--- config.mk ---
export PLATFORM = sky130hd
export DESIGN_NAME = pcpc_ctrl
export DESIGN_NICKNAME = d
export VERILOG_FILES = /design/src/design/pcpc_pkg.sv /design/src/design/pcpc_ctrl.sv
export SDC_FILE = /design/constraint.sdc
export NUM_CORES = 1
export LEC_CHECK = 0
export BUFFER_PORTS_ARGS = -buffer_cell sky130_fd_sc_hd__clkbuf_2
export CAP_MARGIN = 0
export CORE_UTILIZATION = 45
export CTS_CLUSTER_DIAMETER = 60
export DETAILED_ROUTE_END_ITERATION = 8
export GPL_TIMING_DRIVEN = 1
export PLACE_DENSITY = 0.66
export SLEW_MARGIN = 10
export SYNTH_ARGS = -nofsm -noshare
export SYNTH_HDL_FRONTEND = slang
export SYNTH_SLANG_ARGS = --single-unit
--- constraint.sdc ---
create_clock -name clk_i -period 2.3 [get_ports clk_i]
set_clock_uncertainty 0.2 [all_clocks]
set_input_delay 0 -clock clk_i [delete_from_list [all_inputs] [get_ports clk_i]]
set_output_delay 0 -clock clk_i [all_outputs]
set_load 0.02 [all_outputs]
--- src/design/pcpc_pkg.sv ---
// shared types and constants of the point convex polyhedron contact core
// no dependencies
`timescale 1ns / 1ps
`default_nettype none

package pcpc_pkg;

  // fraction bits of the q16.16 coordinates
  localparam int unsigned FRAC_BITS = 16;

  localparam logic OP_LOAD  = 1'b0;
  localparam logic OP_QUERY = 1'b1;

  typedef enum logic [3:0] {
    ST_IDLE  = 4'b0001,
    ST_RUN   = 4'b0010,
    ST_DRAIN = 4'b0100,
    ST_DONE  = 4'b1000
  } state_e;

  // commands from controller to datapath
  typedef struct packed {
    logic init;   // latch point, clear accumulators
    logic load;   // write one face into the table
    logic issue;  // read one face into the pipeline
  } cmd_t;

endpackage

`default_nettype wire

--- src/design/pcpc_ctrl.sv ---
// controller of the contact core: face count register and query sequencer
// depends on pcpc_pkg
`timescale 1ns / 1ps
`default_nettype none

module pcpc_ctrl #(
  parameter int unsigned MAX_FACES = 64
) (
  input  wire  logic                         clk_i,
  input  wire  logic                         rst_ni,
  input  wire  logic                         start,
  input  wire  logic                         operation_i,
  input  wire  logic                         cfg_we_i,
  input  wire  logic [6:0]                   cfg_wdata_i,
  input  wire  logic                         pipe_busy_i,
  output       logic                         busy,
  output       logic                         done_o,
  output       pcpc_pkg::cmd_t               cmd_o,
  output       logic [$clog2(MAX_FACES)-1:0] rd_addr_o
);

  localparam int unsigned AW = $clog2(MAX_FACES);
  localparam int unsigned CW = $clog2(MAX_FACES + 1);

  pcpc_pkg::state_e state_q, state_d;
  logic [6:0]       face_count_q;
  logic [CW-1:0]    cnt_q, cnt_d;
  logic [CW-1:0]    n_q, n_d;
  logic [CW-1:0]    n_clamped;
  logic             accept;

  assign accept = start && (state_q == pcpc_pkg::ST_IDLE);
  assign busy   = (state_q != pcpc_pkg::ST_IDLE);
  assign done_o = (state_q == pcpc_pkg::ST_DONE);

  always_comb begin
    if (32'(face_count_q) > 32'(MAX_FACES)) begin
      n_clamped = CW'(MAX_FACES);
    end else begin
      n_clamped = CW'(face_count_q);
    end
  end

  always_ff @(posedge clk_i or negedge rst_ni) begin
    if (!rst_ni) begin
      face_count_q <= 7'd1;
    end else if (cfg_we_i) begin
      face_count_q <= cfg_wdata_i;
    end
  end

  always_comb begin
    state_d   = state_q;
    cnt_d     = cnt_q;
    n_d       = n_q;
    cmd_o     = '0;
    rd_addr_o = cnt_q[AW-1:0];
    unique case (state_q)
      pcpc_pkg::ST_IDLE: begin
        if (accept) begin
          if (operation_i == pcpc_pkg::OP_QUERY) begin
            cmd_o.init = 1'b1;
            cnt_d      = '0;
            n_d        = n_clamped;
            state_d    = pcpc_pkg::ST_RUN;
          end else begin
            cmd_o.load = 1'b1;
          end
        end
      end
      pcpc_pkg::ST_RUN: begin
        if (cnt_q == n_q) begin
          state_d = pcpc_pkg::ST_DRAIN;
        end else begin
          cmd_o.issue = 1'b1;
          cnt_d       = CW'(cnt_q + 1'b1);
        end
      end
      pcpc_pkg::ST_DRAIN: begin
        if (!pipe_busy_i) begin
          state_d = pcpc_pkg::ST_DONE;
        end
      end
      pcpc_pkg::ST_DONE: begin
        state_d = pcpc_pkg::ST_IDLE;
      end
      default: begin
        state_d = pcpc_pkg::ST_IDLE;
      end
    endcase
  end

  always_ff @(posedge clk_i or negedge rst_ni) begin
    if (!rst_ni) begin
      state_q <= pcpc_pkg::ST_IDLE;
      cnt_q   <= '0;
      n_q     <= '0;
    end else begin
      state_q <= state_d;
      cnt_q   <= cnt_d;
      n_q     <= n_d;
    end
  end

endmodule

`default_nettype wire

# --- After elaboration in Yosys (flattened, before gate mapping) ---
# Index checks and enable logic that the tools add are counted.
op_classes:
  div: 0
  n_addsub: 1
  bitwise: 0
  eq_ne: 11
  mul: 0
  mux: 16
  shift: 0
  reduce_logical: 5
  n_lt_le_gt_ge: 1
ops:
  columns: ["cell", "count"]
  rows:
  - ["$mux W7", 4]
  - ["$mux W4", 4]
  - ["$pmux W7 S2", 1]
  - ["$pmux W4 S3", 1]
  - ["$ne A2 B2 Y1 const B", 5]
  - ["$reduce_and A4 Y1", 2]
  - ["$add A7 B1 Y7 const B", 1]
  - ["$eq A7 B7 Y1", 1]
  - ["$gt A7 B7 Y1 const B", 1]
  - ["$eq A4 B1 Y1 const B", 1]
  - ["$eq A4 B2 Y1 const B", 1]
  - ["$eq A4 B3 Y1 const B", 1]
  - ["$eq A4 B4 Y1 const B", 1]
  - ["$mux W1", 4]
  - ["$mux W2", 2]
  - ["$ne A4 B1 Y1 const B", 1]
  - ["$reduce_and A3 Y1", 1]
  - ["$reduce_bool A2 Y1", 1]
  - ["$logic_and A1 B1 Y1", 1]
totals:
  romBits: 0
  ramBits: 0
  latchBits: 0
  elab_cells: 38
  n_memories: 0
  ff_bits: 25
  input_bits: 13

# --- Depth between registers and ports, before layout ---
logic_depth:
  ltp_word: 4
  mapped_depth: 6
  depth_no_buf: 5

# --- Least setup slack after synthesis ---
# Ideal clock, no wire load.
synth_path:
  kind: "register to register"
  startpoint: "reg state_q[0]"
  endpoint: "reg cnt_q[6]"
  stages_incl_launch_ff: 7
  arrival_time_ns: 1.690
  period_less_slack_ns: 2.020
  path_slack_ns: 0.280
  required_time_ns: 1.970
  setup_time_ns: 0.130
  path_cell_list: "dfstp_2 > or4b_4 > or2_1 > buf_6 > buf_8 > nand3_2 > nand3_2"
synth_between:
  elab_chain_cells: 4
  elab_cells_between_ends: 9
synth_lines:
  columns: ["element", "line", "rtl"]
  rows:
  - ["from (decl)", "pcpc_ctrl.sv:25", "pcpc_pkg::state_e state_q, state_d;"]
  - ["from (signal assigned)", "pcpc_ctrl.sv:95", "state_q <= pcpc_pkg::ST_IDLE;"]
  - ["from (signal assigned)", "pcpc_ctrl.sv:99", "state_q <= state_d;"]
  - ["$eq A4 B1 Y1", "pcpc_ctrl.sv:32, pcpc_ctrl.sv:58", null]
  - ["$logic_and A1 B1 Y1", "pcpc_ctrl.sv:32", "assign accept = start && (state_q == pcpc_pkg::ST_IDLE);"]
  - ["$ne A2 B2 Y1 (no line)", null, null]
  - ["$reduce_and A4 Y1 (no line)", null, null]
  - ["to (signal assigned)", "pcpc_ctrl.sv:100", "cnt_q <= cnt_d;"]
  - ["to (decl)", "pcpc_ctrl.sv:27", "logic [CW-1:0] cnt_q, cnt_d;"]
# Several ways; a longest one is shown, not always the timed one.
# A chain may end at the register's enable or synchronous reset.

==> impl_metrics.json <==
{
  "path_max_fanout": 14,
  "drt_iter0_drc": 16,
  "yosysTopAreaCell": "dfrtp_1",
  "cts_tree": "built",
  "regArea_sq_um": 628,
  "ys_seq_area_share_pct": 48.7,
  "placed_cell_area_sq_mm": 0.00136,
  "track_usage_pct": 17.3,
  "root_buffer": "clkbuf_4",
  "hold_class": "in2async",
  "synth_top_area_share_pct": 44.6,
  "vdd_drop_max_mv": 0.332,
  "portBuffers": 23,
  "viasPerCell": 5.19,
  "coreArea_sq_mm": 0.00273,
  "synth_seq_cells": 25,
  "setup_ws_ps": 96.3,
  "grt_start_max_net_pins": 26,
  "wl_um": 2330,
  "die-area_sq_mm": 0.00308,
  "dp_worst_setup_slack_ps": 194,
  "fillers": 248,
  "antenna_left": 0,
  "gr-total-overflow": 0,
  "netlist_instances": 122,
  "dp_hpwl_um": 1670,
  "syn-cell-area_sq_mm": 0.00129,
  "clock_power_share_pct": 26.4,
  "cts_htree_levels": 1,
  "worst_pin_slew_ps": 611,
  "fp.dieH_um": 55.5,
  "antenna_cells": 0,
  "period_minus_slack_ps": 2200,
  "slew_viol_final": 0,
  "synthDistinctLibCells": 40,
  "area_growth_pct": 22.0,
  "wire_per_inst_um": 12.4,
  "synth_area_leaders": "dfrtp_1, nand2_1, mux2_2",
  "power.density_mw_per_mm2": 459,
  "p_int_mw": 0.567,
  "dieWidth_um": 55.5,
  "period_share_pct": 95.8,
  "finalSetupViolCount": 0,
  "cts_buffer_depth": 2,
  "design_area_sq_mm": 0.00157,
  "io_pins": 24,
  "power_frac_seq_pct": 63.8,
  "numCtsBuffers": 3,
  "grt_pass1_vias": 979,
  "yosysWarnings": 0,
  "switching_share_pct": 21.5,
  "drv_cap": 0,
  "ff2ff_setup_slack_ps": 350,
  "relSlewSlack_pct": 59.2,
  "crit_path_start_kind": "register",
  "power_switching_mw": 0.155,
  "layout_common_cells": "dfrtp_1, clkbuf_2, nand2_1",
  "drc_errors": 0,
  "drt_pre_antenna_iters": 4,
  "synthesis.nets": 136,
  "final_layout_size_suffix_gt1_share_pct": 28.7,
  "path_clk_slew_ps": 130,
  "vias": 976,
  "hold_viol": 0,
  "p_comb_share_pct": 9.7,
  "clkSinkCount": 25,
  "rsz0062_at_grt": "no",
  "num_rows": 19,
  "postSynthAreaPerCell_sq_um": 10.6,
  "fin_nets": 172,
  "path_class": "reg2out",
  "fmax_ghz": 0.454,
  "antenna_found_initial": 0,
  "cellLeakagePower_nw": 0.712,
  "tns_ps": 0,
  "critical_path_arrival_ps": 2000,
  "start_util_pct": 47.2,
  "multiInputGateArea_sq_um": 572,
  "status": "finished clean",
  "clkLatencyLatePin_ps": 310,
  "place.gp.congestion": 0.778,
  "cp.required_ps": 2100,
  "grt_pass1_wl_um": 4260,
  "crit_path_end_kind": "primary output"
}
==> metal layers <==
layer  wire length (um)  up-vias  GRT usage (%)
li1                   -      493              -
met1               1100      461           21.3
met2               1150       20           30.3
met3                 69        2           3.04
met4                 16        0           6.43
met5                  0        -              0
==> critical path, cell delays in order, from the launching register on <==
cell and delay, ps:
dfstp_2 590, or4b_4 480, or2_4 320, clkinv_2 120
clkbuf_2 180
==> metrics by stage <==
step | utilization (%) | power (mW) | instances | hold slack (ps)
6_report | 57.6 | 0.722 | 188 | 15.0
5_1_grt | 57.6 | 0.762 | 188 | 46.7
4_1_cts | 57.6 | 0.734 | 188 | 8.42
3_5_place_dp | 49.9 | 0.509 | 166 | -154
3_3_place_gp | 49.9 | 0.506 | 166 | -161
2_1_floorplan | - | 0.486 | 122 | -496
==> logic make-up (layout without fill, tap and decap cells) <==
logic type	count (synthesis)	count (layout)	synth area share [%]
AOI/OAI and AO/OA	16	16	9.51
xor gates and xnor gates	7	7	4.75
adders and majority gates	1	1	0.970
buffers and inverters	13	48	7.18
DFF	25	25	48.7
muxes	8	8	6.89
and+or+nand+nor	52	52	22.0
==> sequential cells by signal, indices dropped and copies added (netlist names) <==
name / count
cnt_q: 7
face_count_q: 7
n_q: 7
state_q: 4
==> power by group through the flow <==
stage | clock network, mW | logic, mW | registers [mW]
final | 0.191 | 0.0703 | 0.461
after global routing | 0.220 | 0.0781 | 0.464
after CTS | 0.202 | 0.0708 | 0.461
after detailed placement | 0 | 0.0391 | 0.470
after global placement | 0 | 0.0369 | 0.469
after floorplan | 0 | 0.0186 | 0.467
==> Yosys cell counts, drive strengths merged <==
master   instances
buf              9
ha               1
o31a             1
nand3b           6
nor2b            2
a31o             1
o21ai            6
xnor2            7
o2bb2ai          1
inv              2
mux2i            1
o211ai           4
clkinv           1
or4b             1
nand3            7
nand4            1
nand2           22
a22oi            1
nor4             1
a31oi            1
or3              1
or4              1
nor3             2
or2              1
mux2             7
o21ba            1
and2             1
and3b            1
dfrtp           23
dfstp            2
nor2             3
clkbuf           1
nor4b            1
nor3b            1
==> timing repair <==
| action | in CTS | in global routing |
|---|---|---|
| hold buffers | 18 | 0 |
| hold endpoints to repair | 35 | 0 |
| endpoints found under the setup margin | 1 | 1 |
| pin swaps | 0 | 1 |
| buffers inserted | 0 | 0 |
| gates resized for setup | 2 | 0 |
==> layout make-up <==
cell class	instances	area share (%)
Sequential cell	25	39.9
Multi-Input combinational cell	84	36.3
Timing Repair Buffer	41	18.8
Tap cell	31	2.46
Clock buffer	3	1.43
Inverter	3	0.795
Clock inverter	1	0.318
==> worst paths after layout <==
path	from	end	cells past startpoint
setup / recovery	state_q[0]	cmd_o[2]	4
hold / removal	rst_ni	cnt_q[6]	2
setup reg to reg	state_q[0]	cnt_q[5]	3
hold reg to reg	n_q[4]	n_q[4]	2
max in group asynchronous	rst_ni	face_count_q[2]	2
min in group clk_i	operation_i	n_q[1]	5
Power figures use the tool's default switching activity.
